## src/hw/rtl/spc_pkg.sv

```systemverilog
`timescale 1ns / 1ps
// ----------------------------------------------------------------------------
// spc_pkg
// Shared widths, controller states and the mark memory request bundle.
// ----------------------------------------------------------------------------
package spc_pkg;

    localparam int LIMIT_W   = 16;
    localparam int COUNT_W   = 13;
    localparam int ADDR_W    = 16;
    localparam int MEM_DEPTH = 1 << ADDR_W;
    localparam int BASE_W    = 9;                 // bases run up to 256
    localparam int SQ_W      = 17;                // squares up to 65536
    localparam int IDX_W     = 17;                // walk index, may pass the limit

    typedef enum logic [6:0] {
        S_IDLE     = 7'b0000001,
        S_FILL     = 7'b0000010,
        S_BASE_RD  = 7'b0000100,
        S_BASE_CHK = 7'b0001000,
        S_CROSS    = 7'b0010000,
        S_COUNT    = 7'b0100000,
        S_DONE     = 7'b1000000
    } spc_state_t;

    typedef struct packed {
        logic              we;
        logic [ADDR_W-1:0] waddr;
        logic              wdata;
        logic              re;
        logic [ADDR_W-1:0] raddr;
    } mark_req_t;

endpackage

```

## src/hw/rtl/spc_ctrl.sv

```systemverilog
`timescale 1ns / 1ps
// ----------------------------------------------------------------------------
// spc_ctrl
// Sequencer for fill, base test, crossing off and counting over the marks.
// ----------------------------------------------------------------------------
module spc_ctrl
    import spc_pkg::*;
(
    input  logic               aclk,
    input  logic               aresetn,
    input  logic               start,
    input  logic [LIMIT_W-1:0] start_limit,
    output logic               idle,
    output logic               res_valid,
    output logic [COUNT_W-1:0] res_count,
    input  logic               res_take,
    output mark_req_t          mem_req,
    input  logic               mem_rdata
);

    spc_state_t         state_reg, state_next;
    logic [LIMIT_W-1:0] lim_reg, lim_next;
    logic [BASE_W-1:0]  p_reg, p_next;
    logic [SQ_W-1:0]    sq_reg, sq_next;
    logic [IDX_W-1:0]   idx_reg, idx_next;
    logic [COUNT_W-1:0] cnt_reg, cnt_next;
    logic               pend_reg, pend_next;
    logic [IDX_W-1:0]   lim_ext;
    logic [SQ_W-1:0]    sq_step;

    assign lim_ext = IDX_W'(lim_reg);
    // (p+1)^2 = p^2 + 2p + 1
    assign sq_step = sq_reg + SQ_W'({p_reg, 1'b1});

    always_comb begin
        state_next = state_reg;
        lim_next   = lim_reg;
        p_next     = p_reg;
        sq_next    = sq_reg;
        idx_next   = idx_reg;
        cnt_next   = cnt_reg;
        pend_next  = 1'b0;
        mem_req    = '0;
        case (state_reg)
            S_IDLE: begin
                if (start) begin
                    lim_next   = start_limit;
                    idx_next   = '0;
                    state_next = S_FILL;
                end
            end
            S_FILL: begin
                mem_req.we    = 1'b1;
                mem_req.waddr = idx_reg[ADDR_W-1:0];
                mem_req.wdata = (idx_reg >= IDX_W'(2));
                idx_next      = idx_reg + IDX_W'(1);
                if (idx_reg == lim_ext) begin
                    p_next     = BASE_W'(2);
                    sq_next    = SQ_W'(4);
                    state_next = S_BASE_RD;
                end
            end
            S_BASE_RD: begin
                if (sq_reg > SQ_W'(lim_reg)) begin
                    idx_next   = IDX_W'(2);
                    cnt_next   = '0;
                    state_next = S_COUNT;
                end else begin
                    mem_req.re    = 1'b1;
                    mem_req.raddr = ADDR_W'(p_reg);
                    state_next    = S_BASE_CHK;
                end
            end
            S_BASE_CHK: begin
                if (mem_rdata) begin
                    idx_next   = IDX_W'(sq_reg);
                    state_next = S_CROSS;
                end else begin
                    p_next     = p_reg + BASE_W'(1);
                    sq_next    = sq_step;
                    state_next = S_BASE_RD;
                end
            end
            S_CROSS: begin
                if (idx_reg <= lim_ext) begin
                    mem_req.we    = 1'b1;
                    mem_req.waddr = idx_reg[ADDR_W-1:0];
                    mem_req.wdata = 1'b0;
                    idx_next      = idx_reg + IDX_W'(p_reg);
                end else begin
                    p_next     = p_reg + BASE_W'(1);
                    sq_next    = sq_step;
                    state_next = S_BASE_RD;
                end
            end
            S_COUNT: begin
                if (pend_reg && mem_rdata) begin
                    cnt_next = cnt_reg + COUNT_W'(1);
                end
                if (idx_reg <= lim_ext) begin
                    mem_req.re    = 1'b1;
                    mem_req.raddr = idx_reg[ADDR_W-1:0];
                    idx_next      = idx_reg + IDX_W'(1);
                    pend_next     = 1'b1;
                end else if (!pend_reg) begin
                    state_next = S_DONE;
                end
            end
            S_DONE: begin
                if (res_take) begin
                    state_next = S_IDLE;
                end
            end
            default: begin
                state_next = S_IDLE;
            end
        endcase
    end

    always_ff @(posedge aclk) begin
        if (!aresetn) begin
            state_reg <= S_IDLE;
            pend_reg  <= 1'b0;
        end else begin
            state_reg <= state_next;
            pend_reg  <= pend_next;
        end
        lim_reg <= lim_next;
        p_reg   <= p_next;
        sq_reg  <= sq_next;
        idx_reg <= idx_next;
        cnt_reg <= cnt_next;
    end

    assign idle      = (state_reg == S_IDLE);
    assign res_valid = (state_reg == S_DONE);
    assign res_count = cnt_reg;

`ifndef SYNTHESIS
    // the mark memory never sees a read and a write in the same cycle
    a_no_rw_overlap: assert property (@(posedge aclk) disable iff (!aresetn)
        !(mem_req.we && mem_req.re))
        else $error("mark memory read and write overlap");

    // a crossing-off write always lands above the base being sieved
    a_cross_above_base: assert property (@(posedge aclk) disable iff (!aresetn)
        (state_reg == S_CROSS && mem_req.we) |-> (idx_reg > IDX_W'(p_reg)))
        else $error("crossing off at or below its base");

    // outstanding count reads only occur during the count walk
    a_pend_in_count: assert property (@(posedge aclk) disable iff (!aresetn)
        pend_reg |-> (state_reg == S_COUNT))
        else $error("stray pending read");

    // the number of primes never exceeds the limit itself
    a_count_bound: assert property (@(posedge aclk) disable iff (!aresetn)
        res_valid |-> (LIMIT_W'(res_count) <= lim_reg))
        else $error("prime count above limit");
`endif

endmodule

```

## config.mk

```make
export PLATFORM = sky130hd
export DESIGN_NAME = spc_ctrl
export DESIGN_NICKNAME = d
export VERILOG_FILES = /design/src/hw/rtl/spc_pkg.sv /design/src/hw/rtl/spc_ctrl.sv
export SDC_FILE = /design/constraint.sdc
export NUM_CORES = 1
export LEC_CHECK = 0
export BUFFER_PORTS_ARGS = -buffer_cell sky130_fd_sc_hd__clkbuf_2
export CELL_PAD_IN_SITES_DETAIL_PLACEMENT = 1
export CELL_PAD_IN_SITES_GLOBAL_PLACEMENT = 1
export CORE_MARGIN = 8
export CORE_UTILIZATION = 35
export DETAILED_ROUTE_END_ITERATION = 8
export PLACE_DENSITY = 0.67
export SLEW_MARGIN = 25
export SYNTH_ARGS = -nofsm -noshare
export SYNTH_HDL_FRONTEND = slang
export SYNTH_SLANG_ARGS = --single-unit
```

## constraint.sdc

```tcl
create_clock -name aclk -period 4.53 [get_ports aclk]
set_input_delay 0.453 -clock aclk [delete_from_list [all_inputs] [get_ports aclk]]
set_output_delay 0.453 -clock aclk [all_outputs]
set_load 0.01 [all_outputs]
```

# Word-level counts from Yosys, hierarchy flattened
# Cells that the tools add are included.
dict set report classes {
  n_reduce_logical 10
  n_addsub 5
  muxes 32
  eq_ne 20
  order_cmp 3
}
# cell count
set ops {}
lappend ops {{$mux 17} 10}
lappend ops {{$pmux 17 s6} 1}
lappend ops {{$pmux 17 s3} 1}
lappend ops {{$pmux 7 s7} 1}
lappend ops {{$mux 7} 6}
lappend ops {{$pmux 18 s2} 1}
lappend ops {{$pmux 17 s2} 1}
lappend ops {{$mux 9} 3}
lappend ops {{$pmux 9 s3} 1}
lappend ops {{$mux 13} 2}
lappend ops {{$pmux 13 s2} 1}
lappend ops {{$ne 2x2->1 const B} 11}
lappend ops {{$mux 18} 1}
lappend ops {{$add 17x1->17 const B} 1}
lappend ops {{$add 17x10->17} 1}
lappend ops {{$add 17x9->17} 1}
lappend ops {{$eq 17x16->1} 1}
lappend ops {{$ge 17x2->1 const B} 1}
lappend ops {{$gt 17x16->1} 1}
lappend ops {{$le 17x16->1} 1}
lappend ops {{$add 13x1->13 const B} 1}
lappend ops {{$reduce_and 6->1} 2}
lappend ops {{$add 9x1->9 const B} 1}
lappend ops {{$eq 7x1->1 const B} 1}
lappend ops {{17 further kinds} 18}
dict set report word_totals {
  register_bits 80
  wordCells 77
}

# Longest topological paths before layout
dict set report depth {
  ltp_word 3
  depth_mapped 12
  depth_no_buf 12
}

# Least setup slack after synthesis
# Ideal clock, no wire load.
dict set report synth_path {
  kind {flip-flop to flip-flop}
  startpoint {register idx_reg[14]}
  endpoint {register idx_reg[0] (enable)}
  t_required_ns 4.118
  setup_ns 0.412
  path_buffers 1
  arrival_time_ns 3.029
  stages_incl_launch_ff 9
  path_slack_ns 1.088
  cell_sequence {edfxtp_1 -> ha_1 -> a21o_1 -> a211oi_1 -> o21ai_0 -> o31ai_1 -> clkbuf_1 -> a21oi_1 -> nor3_1}
}
dict set report synth_between {
  elab_chain_cells 3
  elab_cells_between_ends 4
}
# element line
set synth_lines {}
lappend synth_lines {{start: declaration} spc_ctrl.sv:25} ;# logic [IDX_W-1:0] idx_reg, idx_next;
lappend synth_lines {{start signal: assignment} spc_ctrl.sv:131} ;# idx_reg <= idx_next;
lappend synth_lines {{$le 17x16->1 (*)} {spc_ctrl.sv:85, spc_ctrl.sv:100}}
lappend synth_lines {{$ne 2x2->1 (no source line)} -}
lappend synth_lines {{$reduce_and 6->1 (no source line) (*)} -}
# Every way passes the cells marked *; elsewhere a longest branch is shown, timed or not.
# A chain may end at the register's enable or synchronous reset.

==> run_results.csv <==
group,metric,value,unit
outcome,status,"finished clean",
place,pre_cts_ws,0.8805,ns
critical_path,start_kind,"flip-flop",
synth,async_flop_share,0,%
critical_path,crit_path_max_incr_delay,0.64,ns
place,dp.final_hpwl,12950,microns
timing,rsz0062_at_grt,"no",
critical_path,cp.arrival,3.56,ns
cts,ctsHoldBuffers,0,
finish,areaGrowthSynthToFinish,16.63,%
synth,syn_nets,618,
synth,synth_seq_cells,80,
floorplan,fp.dieH,141.1,microns
min_path,min_path_cells,1,
critical_path,crit_type,"reg -> out",
cts,cts_inserted_buffers,9,
critical_path,cpLargestDelayFamily,"simple AND/OR/NAND/NOR gates",
timing,fin_skew,0.009960,ns
timing,slew_viol_final,0,
critical_path,path_buf_inv,2,
critical_path,reg2reg_depth,12,
min_path,holdCritStartpoint,"start_limit[5]",
routing,drt_iter0_markers,280,
synth,synthFlopType,"edfxtp_1",
synth,postSynthCellCount,543,
routing,viasPerCell,5.393,
finish,antenna_cells,0,
routing,dr.pass1.iters,4,
place,gp_congestion,0.8440,
global_route,grt_pass1_wl,26830,microns
synth,yosys_warnings,0,
timing,hold_violations,0,
floorplan,die_w,141.1,microns
synth,synth_enable_flop_cells,72,
timing,layout_setup_ws,0.5129,ns
cts,cts-root-buf,"clkbuf_16",
power,power,1.938,mW
finish,fin_nets,696,
timing,holdWs,0.2729,ns
floorplan,die_area,0.01991,sq mm
routing,route.antenna.remaining_nets,0,
min_path,hp-class,"in -> reg",
timing,tns,0,ns
timing,slew_headroom,38.26,%
min_path,hold_end,"lim_reg[5]",
power,peakVddDrop,0.1707,mV
critical_path,endpoint_kind,"output port",
flow_run,max_cap_viol_count,0,
place,port_buffers,70,
timing,fin_crit_sh,88.68,%
critical_path,r2r_setup_slack,1.04,ns
routing,drt_wl_total,16700,microns
routing,wl_per_cell,19.95,microns
global_route,grt_max_degree,27,
finish,final_common_cell,"edfxtp_1",
critical_path,crit_chain,"ha_1 > nand4_1 > nor4_1 > nand2b_1 > a21oi_1 > nor3b_1 > buf_4 > a22o_1 > clkbuf_2",
cts,clock_latency,0.35,ns
finish,layout-drive-gt1-share,15.97,%
floorplan,core,0.01526,sq mm
timing,finalCriticalPeriod,4.017,ns
cts,cts_tree,"yes",
synth,ys_seq_area_share,42.40,%
critical_path,critical_path_required,4.08,ns
synth,postSynthAreaPerCell,10.09,sq um
power,power.leakage,2.727,nW
cts,cts_setup_buffers,0,
timing,fmax,248.9,MHz
cts,htree_levels,3,
synth,synth_cell_types,52,
finish,final_cell_mix,"72 x edfxtp_1, 70 x clkbuf_2, 52 x ha_1",
routing,vias,4514,
global_route,gr-total-overflow,0,
timing,worst_pin_slew,0.9262,ns
power,power_density,303.4,mW/mm^2
cts,cts_resized,0,
critical_path,critPathMaxFanout,5,
timing,setup_viol,0,
global_route,grt_usage,17.38,%
critical_path,path_depth,9,
critical_path,slowest_stage,"nor4_1",
floorplan,ios,71,
critical_path,reg2reg_to,"idx_reg[14]",
cts,clkSinkCount,80,
global_route,grt_pass1_vias,4886,
critical_path,r2r_start,"state_reg[2]",
global_route,antenna_found_initial,0,
cts,clkTransAtPathRegs,0.06,ns
routing,drc,0,
cts,cts_buffer_depth,2,
floorplan,initial_utilization,35.89,%
floorplan,row_count,45,
synth,synth_area,0.005477,sq mm
-- per-layer routing --
metal	global-route usage (%)	part of all wire, %	wire, microns
met2	27.04	44	7346
met5	0	0	0
met4	7.183	2.1	350
met3	4.085	7.3	1221
met1	22.73	47	7779
-- cell families (layout without fill, tap and decap cells) --
logic type               after synthesis  in the layout  share of synthesized area (%)
buffers and inverters                 37            120                          2.604
multiplexers                           2              2                         0.3656
XOR/XNOR                              39             39                          6.237
flip-flops                            80             80                          42.40
adder cells (fa/ha/maj)               54             54                          12.61
AND/OR/NAND/NOR                      211            211                          20.29
AO/OA/AOI/OAI                        120            120                          15.49
-- synth_stat cells (3+ instances only) --
master,n,area share (%)
and4_1,3,0.48
dfxtp_1,8,2.9
nor3b_1,6,0.82
o21bai_1,5,0.69
a211oi_1,9,1.2
nand3_1,24,2.2
ha_1,52,12
a21boi_0,3,0.41
o21a_1,10,1.4
a21o_1,10,1.4
and2_1,31,3.5
nor4_1,8,0.91
buf_2,3,0.27
xnor2_1,12,1.9
a31oi_1,3,0.34
a22o_1,24,3.8
o21ai_0,17,1.6
nand4_1,8,0.91
nor2_1,49,3.4
clkbuf_1,5,0.34
inv_1,28,1.9
nor2b_1,8,0.91
a21oi_1,20,1.8
and3_1,12,1.4
nor3_1,13,1.2
nand2b_1,8,0.91
nand2_1,29,2.0
edfxtp_1,72,39
xor2_1,27,4.3
-- area by class of cell --
type	count	area [sq um]
clock buffers	11	254.0
multi-input cells	426	3017
clock inverters	5	30.03
well taps	211	264.0
flip-flops and latches	80	2322
repair buffers	76	395.4
inverters	28	105.1
fillers	1739	8871
-- worst max-delay path by stage --
stage	from	endpoint	slack [ns]
global placement	sq_reg[8]	mem_req[8]	0.79
finish	sq_reg[8]	mem_req[8]	0.51
floorplan	idx_reg[14]	idx_reg[0]	1.09
CTS	sq_reg[8]	mem_req[8]	0.44
detailed placement	sq_reg[8]	mem_req[8]	0.88
global route	sq_reg[8]	mem_req[8]	0.25
-- through the flow --
step | instance area (sq um) | utilization (%) | instances
2_1_floorplan | 5477 | - | 543
3_3_place_gp | 6103 | 40.00 | 821
3_5_place_dp | 6103 | 40.00 | 821
4_1_cts | 6387 | 41.86 | 837
5_1_grt | 6387 | 41.86 | 837
6_report | 6387 | 41.86 | 837
-- power breakdown --
part / leakage (nW) / total, mW / internal (mW) / switching (mW)
Clock: 0.136 / 0.714 / 0.402 / 0.312
Combinational: 1.82 / 0.296 / 0.116 / 0.180
Sequential: 0.770 / 0.928 / 0.857 / 0.0707
Total: 2.73 / 1.94 / 1.38 / 0.563
No activity file was read; power rests on OpenSTA's default activity.
